### config.mk
export PLATFORM = sky130hd
export DESIGN_NAME = grid_min_path_three_moves_unit_flat
export DESIGN_NICKNAME = d
export VERILOG_FILES = /design/src/design/gmp_pkg.sv /design/src/design/gmp_ifs.sv /design/src/design/gmp_cfg_regs.sv /design/src/design/gmp_cost_mem.sv /design/src/design/gmp_cell_cost.sv /design/src/design/grid_min_path_three_moves_unit.sv /design/src/flat_wrapper.sv
export SDC_FILE = /design/constraint.sdc
export NUM_CORES = 2
export LEC_CHECK = 0
export BUFFER_PORTS_ARGS = -buffer_cell sky130_fd_sc_hd__buf_2
export CORE_UTILIZATION = 32
export DETAILED_ROUTE_END_ITERATION = 10
export PLACE_DENSITY = 0.48
export SLEW_MARGIN = 15
export SYNTH_ARGS = -nofsm -noshare
export SYNTH_HDL_FRONTEND = slang
export SYNTH_SLANG_ARGS = --single-unit
### constraint.sdc
create_clock -name i_clk -period 20.2 [get_ports i_clk]
set_input_delay 4.04 -clock i_clk [delete_from_list [all_inputs] [get_ports i_clk]]
set_output_delay 4.04 -clock i_clk [all_outputs]
set_load 0.05 [all_outputs]
### src/design/gmp_pkg.sv
`timescale 1ns / 1ps

package gmp_pkg;

    localparam int GMP_MAX_ROWS    = 128;
    localparam int GMP_MAX_COLUMNS = 128;

    localparam int VALUE_W   = 16;
    localparam int PATH_W    = 24;
    localparam int COST_W    = 25;
    localparam int CFG_W     = 8;
    localparam int CFG_IDX_W = 2;

    localparam logic [COST_W-1:0] COST_SAT  = 25'h0FF_FFFF;
    localparam logic [COST_W-1:0] COST_NONE = 25'h100_0000;

    typedef enum logic [CFG_IDX_W-1:0] {
        CFG_ROW_COUNT    = 2'd0,
        CFG_COLUMN_COUNT = 2'd1,
        CFG_START_ROW    = 2'd2,
        CFG_START_COLUMN = 2'd3
    } t_cfg_reg;

    typedef struct packed {
        logic [CFG_W-1:0] row_count;
        logic [CFG_W-1:0] column_count;
        logic [CFG_W-1:0] start_row;
        logic [CFG_W-1:0] start_column;
    } t_gmp_cfg;

    function automatic logic [COST_W-1:0] cost_min(
        input logic [COST_W-1:0] a,
        input logic [COST_W-1:0] b
    );
        return (a < b) ? a : b;
    endfunction

endpackage

### src/design/gmp_ifs.sv
`timescale 1ns / 1ps

interface gmp_cell_if;
    import gmp_pkg::*;
    logic               valid;
    logic               ready;
    logic [VALUE_W-1:0] cell_value;
    modport source (output valid, output cell_value, input ready);
    modport sink (input valid, input cell_value, output ready);
endinterface

interface gmp_result_if;
    import gmp_pkg::*;
    logic              valid;
    logic              ready;
    logic [PATH_W-1:0] path_min;
    logic              unreachable;
    modport source (output valid, output path_min, output unreachable, input ready);
    modport sink (input valid, input path_min, input unreachable, output ready);
endinterface

interface gmp_cfg_if;
    import gmp_pkg::*;
    logic                 valid;
    logic                 ready;
    logic [CFG_IDX_W-1:0] index;
    logic [CFG_W-1:0]     data;
    modport source (output valid, output index, output data, input ready);
    modport sink (input valid, input index, input data, output ready);
endinterface

### src/design/gmp_cfg_regs.sv
`timescale 1ns / 1ps

module gmp_cfg_regs (
    input  logic              i_clk,
    input  logic              i_rst_n,
    gmp_cfg_if.sink           i_cfg,
    output gmp_pkg::t_gmp_cfg o_cfg
);
    import gmp_pkg::*;

    t_gmp_cfg r_cfg;

    assign i_cfg.ready = 1'b1;
    assign o_cfg       = r_cfg;

    always_ff @(posedge i_clk) begin
        if (!i_rst_n) begin
            r_cfg.row_count    <= CFG_W'(1);
            r_cfg.column_count <= CFG_W'(1);
            r_cfg.start_row    <= CFG_W'(1);
            r_cfg.start_column <= CFG_W'(1);
        end else if (i_cfg.valid) begin
            unique case (i_cfg.index)
                CFG_ROW_COUNT:    r_cfg.row_count    <= i_cfg.data;
                CFG_COLUMN_COUNT: r_cfg.column_count <= i_cfg.data;
                CFG_START_ROW:    r_cfg.start_row    <= i_cfg.data;
                CFG_START_COLUMN: r_cfg.start_column <= i_cfg.data;
                default:          r_cfg              <= r_cfg;
            endcase
        end
    end

endmodule

### src/design/gmp_cost_mem.sv
`timescale 1ns / 1ps

module gmp_cost_mem #(
    parameter int DEPTH = gmp_pkg::GMP_MAX_ROWS,
    parameter int AW    = (DEPTH > 1) ? $clog2(DEPTH) : 1
) (
    input  logic                      i_clk,
    input  logic                      i_we,
    input  logic [AW-1:0]             i_waddr,
    input  logic [gmp_pkg::COST_W-1:0] i_wdata,
    input  logic [AW-1:0]             i_raddr_a,
    input  logic [AW-1:0]             i_raddr_b,
    output logic [gmp_pkg::COST_W-1:0] o_rdata_a,
    output logic [gmp_pkg::COST_W-1:0] o_rdata_b
);
    import gmp_pkg::*;

    logic [COST_W-1:0] r_mem [DEPTH];
    logic [COST_W-1:0] r_rdata_a;
    logic [COST_W-1:0] r_rdata_b;

    always_ff @(posedge i_clk) begin
        if (i_we) begin
            r_mem[i_waddr] <= i_wdata;
        end
    end

    // write-first on an address match
    always_ff @(posedge i_clk) begin
        if (i_we && (i_waddr == i_raddr_a)) begin
            r_rdata_a <= i_wdata;
        end else begin
            r_rdata_a <= r_mem[i_raddr_a];
        end
        if (i_we && (i_waddr == i_raddr_b)) begin
            r_rdata_b <= i_wdata;
        end else begin
            r_rdata_b <= r_mem[i_raddr_b];
        end
    end

    assign o_rdata_a = r_rdata_a;
    assign o_rdata_b = r_rdata_b;

endmodule

### src/design/gmp_cell_cost.sv
`timescale 1ns / 1ps

module gmp_cell_cost (
    input  logic [gmp_pkg::VALUE_W-1:0] i_value,
    input  logic [gmp_pkg::COST_W-1:0]  i_level,
    input  logic [gmp_pkg::COST_W-1:0]  i_up,
    input  logic [gmp_pkg::COST_W-1:0]  i_down,
    input  logic                        i_first,
    input  logic                        i_start_hit,
    output logic [gmp_pkg::COST_W-1:0]  o_cost
);
    import gmp_pkg::*;

    logic [COST_W-1:0] best;
    logic [COST_W-1:0] sum;

    always_comb begin
        best = cost_min(cost_min(i_up, i_level), i_down);
        sum  = best + COST_W'(i_value);
        if (i_first) begin
            o_cost = i_start_hit ? COST_W'(i_value) : COST_NONE;
        end else if (best >= COST_NONE) begin
            o_cost = COST_NONE;
        end else if (sum > COST_SAT) begin
            o_cost = COST_SAT;
        end else begin
            o_cost = sum;
        end
    end

endmodule

### src/design/grid_min_path_three_moves_unit.sv
`timescale 1ns / 1ps

// Least path sum across a grid whose cells stream in column-major order, one
// cell per item; each move steps one column right to the row above, level or
// below. One cell is accepted every cycle, with no bubbles between columns or
// grids; only a grid's last cell stalls, behind an untaken result. The
// previous column's costs live in a one-write, two-read memory of MAX_ROWS
// entries whose reads are addressed from the next row index, with
// write-first forwarding, so the per-cell cost is a three-way minimum, an add
// and a saturate. The result item is registered and appears the cycle after
// the last cell of the grid; cells keep flowing while it waits. The cost
// memory needs no clearing after reset. Configure between grids.
module grid_min_path_three_moves_unit #(
    parameter int MAX_ROWS    = gmp_pkg::GMP_MAX_ROWS,
    parameter int MAX_COLUMNS = gmp_pkg::GMP_MAX_COLUMNS
) (
    input  logic          i_clk,
    input  logic          i_rst_n,
    gmp_cell_if.sink      i_cell,
    gmp_result_if.source  o_result,
    gmp_cfg_if.sink       i_cfg
);
    import gmp_pkg::*;

    localparam int RW   = $clog2(MAX_ROWS + 1);
    localparam int CLW  = $clog2(MAX_COLUMNS + 1);
    localparam int AW   = (MAX_ROWS > 1) ? $clog2(MAX_ROWS) : 1;
    localparam int MW   = (RW > CLW) ? RW : CLW;
    localparam int CMPW = (MW > CFG_W) ? MW : CFG_W;

    t_gmp_cfg cfg;

    logic [RW-1:0]     r_row;
    logic [CLW-1:0]    r_col;
    logic [COST_W-1:0] r_held;
    logic [COST_W-1:0] r_min;
    logic              r_out_valid;
    logic [PATH_W-1:0] r_out_path;
    logic              r_out_unr;

    logic [RW-1:0]     n_row;
    logic [CLW-1:0]    n_col;
    logic [COST_W-1:0] n_held;
    logic [COST_W-1:0] n_min;

    logic [CMPW-1:0]   rows_x;
    logic [CMPW-1:0]   cols_x;
    logic [RW-1:0]     rows_c;
    logic [CLW-1:0]    cols_c;
    logic              last_row;
    logic              last_col;
    logic              grid_end;
    logic              active;
    logic              first_col;
    logic              start_hit;
    logic              down_ok;
    logic              accept;

    logic [COST_W-1:0] level_q;
    logic [COST_W-1:0] down_q;
    logic [COST_W-1:0] up_cost;
    logic [COST_W-1:0] down_cost;
    logic [COST_W-1:0] cost;
    logic [COST_W-1:0] min_upd;

    gmp_cfg_regs u_cfg_regs (
        .i_clk   (i_clk),
        .i_rst_n (i_rst_n),
        .i_cfg   (i_cfg),
        .o_cfg   (cfg)
    );

    always_comb begin
        rows_x = CMPW'(cfg.row_count);
        cols_x = CMPW'(cfg.column_count);
        if (rows_x == '0) begin
            rows_c = RW'(1);
        end else if (rows_x > CMPW'(MAX_ROWS)) begin
            rows_c = RW'(MAX_ROWS);
        end else begin
            rows_c = rows_x[RW-1:0];
        end
        if (cols_x == '0) begin
            cols_c = CLW'(1);
        end else if (cols_x > CMPW'(MAX_COLUMNS)) begin
            cols_c = CLW'(MAX_COLUMNS);
        end else begin
            cols_c = cols_x[CLW-1:0];
        end
    end

    assign last_row  = (r_row >= rows_c);
    assign last_col  = (r_col >= cols_c);
    assign grid_end  = last_row && last_col;
    assign active    = (CMPW'(r_col) >= CMPW'(cfg.start_column));
    assign first_col = (CMPW'(r_col) == CMPW'(cfg.start_column));
    assign start_hit = (CMPW'(r_row) == CMPW'(cfg.start_row));
    assign down_ok   = !last_row && (r_row < RW'(MAX_ROWS));

    assign i_cell.ready = i_rst_n && (!r_out_valid || o_result.ready || !grid_end);
    assign accept       = i_cell.valid && i_cell.ready;

    assign up_cost   = (r_row > RW'(1)) ? r_held : COST_NONE;
    assign down_cost = down_ok ? down_q : COST_NONE;

    gmp_cell_cost u_cell_cost (
        .i_value     (i_cell.cell_value),
        .i_level     (level_q),
        .i_up        (up_cost),
        .i_down      (down_cost),
        .i_first     (first_col),
        .i_start_hit (start_hit),
        .o_cost      (cost)
    );

    assign min_upd = (active && last_col) ? cost_min(r_min, cost) : r_min;

    always_comb begin
        n_row  = r_row;
        n_col  = r_col;
        n_held = r_held;
        n_min  = r_min;
        if (accept) begin
            n_min = min_upd;
            if (active && !first_col) begin
                n_held = level_q;
            end
            if (grid_end) begin
                n_row  = RW'(1);
                n_col  = CLW'(1);
                n_held = COST_NONE;
                n_min  = COST_NONE;
            end else if (last_row) begin
                n_row  = RW'(1);
                n_col  = r_col + CLW'(1);
                n_held = COST_NONE;
            end else begin
                n_row = r_row + RW'(1);
            end
        end
    end

    // reads look one row ahead: level is this row, down is the row below
    gmp_cost_mem #(
        .DEPTH (MAX_ROWS),
        .AW    (AW)
    ) u_cost_mem (
        .i_clk     (i_clk),
        .i_we      (accept && active),
        .i_waddr   (AW'(r_row - RW'(1))),
        .i_wdata   (cost),
        .i_raddr_a (AW'(n_row - RW'(1))),
        .i_raddr_b (AW'(n_row)),
        .o_rdata_a (level_q),
        .o_rdata_b (down_q)
    );

    always_ff @(posedge i_clk) begin
        if (!i_rst_n) begin
            r_row       <= RW'(1);
            r_col       <= CLW'(1);
            r_held      <= COST_NONE;
            r_min       <= COST_NONE;
            r_out_valid <= 1'b0;
        end else begin
            r_row  <= n_row;
            r_col  <= n_col;
            r_held <= n_held;
            r_min  <= n_min;
            if (accept && grid_end) begin
                r_out_valid <= 1'b1;
            end else if (o_result.ready) begin
                r_out_valid <= 1'b0;
            end
        end
    end

    always_ff @(posedge i_clk) begin
        if (accept && grid_end) begin
            r_out_unr  <= (min_upd >= COST_NONE);
            r_out_path <= (min_upd >= COST_NONE) ? '0 : min_upd[PATH_W-1:0];
        end
    end

    assign o_result.valid       = r_out_valid;
    assign o_result.path_min    = r_out_path;
    assign o_result.unreachable = r_out_unr;

endmodule

### src/flat_wrapper.sv
// flat-port wrapper written by rule: the top's interface ports become plain ports
module grid_min_path_three_moves_unit_flat import gmp_pkg::*;
#(
    parameter int MAX_ROWS    = gmp_pkg::GMP_MAX_ROWS,
    parameter int MAX_COLUMNS = gmp_pkg::GMP_MAX_COLUMNS
)
  (i_clk, i_rst_n, i_cell_valid, i_cell_cell_value, i_cell_ready, o_result_valid, o_result_path_min, o_result_unreachable, o_result_ready, i_cfg_valid, i_cfg_index, i_cfg_data, i_cfg_ready);
  gmp_cell_if i_cell_i ();
  gmp_result_if o_result_i ();
  gmp_cfg_if i_cfg_i ();
  input  logic i_clk;
  input  logic i_rst_n;
  input wire logic [$bits(i_cell_i.valid)-1:0] i_cell_valid;
  input wire logic [$bits(i_cell_i.cell_value)-1:0] i_cell_cell_value;
  output wire logic [$bits(i_cell_i.ready)-1:0] i_cell_ready;
  output wire logic [$bits(o_result_i.valid)-1:0] o_result_valid;
  output wire logic [$bits(o_result_i.path_min)-1:0] o_result_path_min;
  output wire logic [$bits(o_result_i.unreachable)-1:0] o_result_unreachable;
  input wire logic [$bits(o_result_i.ready)-1:0] o_result_ready;
  input wire logic [$bits(i_cfg_i.valid)-1:0] i_cfg_valid;
  input wire logic [$bits(i_cfg_i.index)-1:0] i_cfg_index;
  input wire logic [$bits(i_cfg_i.data)-1:0] i_cfg_data;
  output wire logic [$bits(i_cfg_i.ready)-1:0] i_cfg_ready;
  assign i_cell_i.valid = i_cell_valid;
  assign i_cell_i.cell_value = i_cell_cell_value;
  assign i_cell_ready = i_cell_i.ready;
  assign o_result_valid = o_result_i.valid;
  assign o_result_path_min = o_result_i.path_min;
  assign o_result_unreachable = o_result_i.unreachable;
  assign o_result_i.ready = o_result_ready;
  assign i_cfg_i.valid = i_cfg_valid;
  assign i_cfg_i.index = i_cfg_index;
  assign i_cfg_i.data = i_cfg_data;
  assign i_cfg_ready = i_cfg_i.ready;
  grid_min_path_three_moves_unit #(.MAX_ROWS(MAX_ROWS), .MAX_COLUMNS(MAX_COLUMNS)) u_core (.i_clk(i_clk), .i_rst_n(i_rst_n), .i_cell(i_cell_i), .o_result(o_result_i), .i_cfg(i_cfg_i));
endmodule
==> results.json <==
{
  "synth_seq_cells": 3338,
  "final-max-slew-violation-count": 0,
  "first_pass_iters": 8,
  "timing.final.crit_period_ps": 18430,
  "clk_pin_slew_ps": 60,
  "end_kind": "flop",
  "synth_area_leaders": "edfxtp_1, mux4_2, dfxtp_1",
  "cts_setup_buffers": 0,
  "slew_headroom_pct": 16.1,
  "cap_violations": 0,
  "drtIter0Drc": 12900,
  "htree_levels": 5,
  "post-route-period-util_pct": 91.3,
  "slowest_stage": "dfxtp_4",
  "p_per_area_mw_per_mm2": 130,
  "antenna_found_initial": 71,
  "tns_ps": 0,
  "wl_per_cell_um": 42.4,
  "vias_per_cell": 6.14,
  "nNetsFinal": 8127,
  "ctsLongestPathBuffers": 4,
  "critPathLaunchType": "flop",
  "numPortBuffers": 57,
  "dieArea_mm2": 0.496,
  "insertion_delay_ps": 1040,
  "synth_edf_count": 3225,
  "leakage_uw": 0.0553,
  "rsz0062_at_grt": "false",
  "setup-violations-final": 0,
  "path_max_fanout": 35,
  "fin_worst_skew_ps": 108,
  "cts_tree": "yes",
  "io_pins": 59,
  "cp_slowest_stage_delay_ps": 950,
  "drive_gt1_share_pct": 37.6,
  "worst_ep_arrival_time_ps": 19170,
  "cts_buffers": 380,
  "hold_viol": 0,
  "drc": 0,
  "clockRootBuffer": "clkbuf_16",
  "final_cell_mix": "edfxtp_1, mux4_2, clkbuf_16, buf_4, nand2_1",
  "synth_fp_nets": 7883,
  "min_path_cells": 2,
  "syn_to_final_growth_pct": 14.1,
  "die_x_um": 704,
  "grt_pass1_wl_um": 837000,
  "crit_required_ps": 20930,
  "gr-total-overflow": 0,
  "synth_top_area_share_pct": 61.4,
  "yosysTopAreaCell": "edfxtp_1",
  "num_vias": 91000,
  "async_flop_share_pct": 0,
  "cts_hold_buf": 0,
  "mappedNetlistArea_mm2": 0.158,
  "core_area_mm2": 0.490,
  "cts_resized": 0,
  "peakVddDrop_mv": 0.162,
  "ys_warn_count": 0,
  "ant_nets": 0,
  "utilization_pct": 36.7,
  "grt_usage_pct": 24.8,
  "grt_max_degree": 108,
  "holdWs_ps": 471,
  "tightest_slew_ps": 1250,
  "fmax_mhz": 54.2,
  "synth-main-ff-cell": "edfxtp_1",
  "grt_pass1_vias": 90500,
  "synth_cells": 7732,
  "yosysSeqAreaShare_pct": 62.8,
  "min_path_type": "reg2reg",
  "synth_cell_types": 90,
  "die_h_um": 704,
  "status": "finished clean",
  "critPathKind": "reg2reg",
  "initial_core_util_pct": 32.2,
  "row_count": 257,
  "cts.sinks": 3338,
  "ff2ff_path_depth": 52,
  "dpl.hpwl_um": 391000,
  "synth.avg_cell_area_um2": 20.4,
  "fill_cells": 44500,
  "place_congestion": 0.918,
  "final_common_cell": "edfxtp_1",
  "drt_wl_total_um": 628000
}
==> metrics by stage <==
stage	cells	setup slack, ps	area, µm²	power, µW
6_report	14800	1770	180000	23400
5_1_grt	14800	1150	180000	24000
4_1_cts	14800	2050	180000	23500
3_5_place_dp	14100	2130	168000	16700
3_3_place_gp	14100	1370	168000	16500
2_1_floorplan	7732	1170	158000	13700
==> layer usage <==
metal / share of wire, % / GRT usage [%] / wire [µm]
met1: 40 / 33.7 / 253000
met2: 46 / 38.7 / 290000
met3: 8.5 / 5.08 / 53100
met4: 5.1 / 10.8 / 32300
met5: 0.053 / 0 / 334
==> final cells by class <==
class	instances	area [µm²]	area share (%)
multi-input cells	3760	56800	31.6
well taps	6475	8100	4.50
repair buffers	423	3550	1.97
diodes	56	140	0.0778
clock inverters	208	1890	1.05
flip-flops and latches	3338	99100	55.1
inverters	73	299	0.166
clock buffers	493	10100	5.62
==> flip-flops by register name, summed over array words and instances (netlist names), named ones only <==
signal,count
u_core.o_result.unreachable,1
u_core.o_result.path_min,24
u_core.r_row,8
u_core.u_cfg_regs.o_cfg,32
u_core.u_cost_mem.r_mem,3200
u_core.r_col,8
u_core.o_result.valid,1
u_core.r_held,25
u_core.r_min,25
==> synthesized netlist by cell type (19+ instances only) <==
cell type  instances
edfxtp_1        3225
mux4_2          1910
clkbuf_1         258
nand2_1          255
nor2_1           253
mux2i_1          225
buf_2            156
a22oi_1          141
ha_1             119
dfxtp_1          113
a21oi_1          100
o21ai_0           83
nand3_1           71
inv_1             70
buf_1             63
a21o_1            62
nor2b_1           62
buf_4             43
and2_1            38
nand4_1           38
buf_6             37
a22o_1            25
mux2_2            25
nor3_1            24
xor2_1            23
a21boi_0          19
xnor2_1           19
==> worst max-delay path: cells and delay by family, from the launching register on <==
family / cells / cell delay (ps)
compound gates: 25 / 7260
fa+ha+maj: 5 / 1760
buf+inv: 7 / 2080
flops: 1 / 950
mux: 6 / 3030
simple gates: 9 / 2820
==> report_power, final <==
group	internal, µW	switching, µW
Combinational	2010	5020
Sequential	9460	73.1
Clock	3870	2960
==> cells by family after synthesis <==
kind of cell / synth area share [%]
AOI/OAI and AO/OA: 2.72
other: 0.00238
buffers and inverters: 1.94
and+or+nand+nor: 2.43
DFF: 62.8
muxes: 28.9
xor gates and xnor gates: 0.233
adders and majority gates: 0.957
==> worst paths after layout <==
check	end	start	slack (ps)
max	u_core.o_result.path_min[6]	flop	1770
min reg2reg	u_core.u_cfg_regs.o_cfg[4]	u_core.u_cfg_regs.o_cfg[4]	470
min	u_core.u_cfg_regs.o_cfg[4]	u_core.u_cfg_regs.o_cfg[4]	470
max reg2reg	u_core.o_result.path_min[6]	flop	1770
Power figures use the tool's default switching activity.
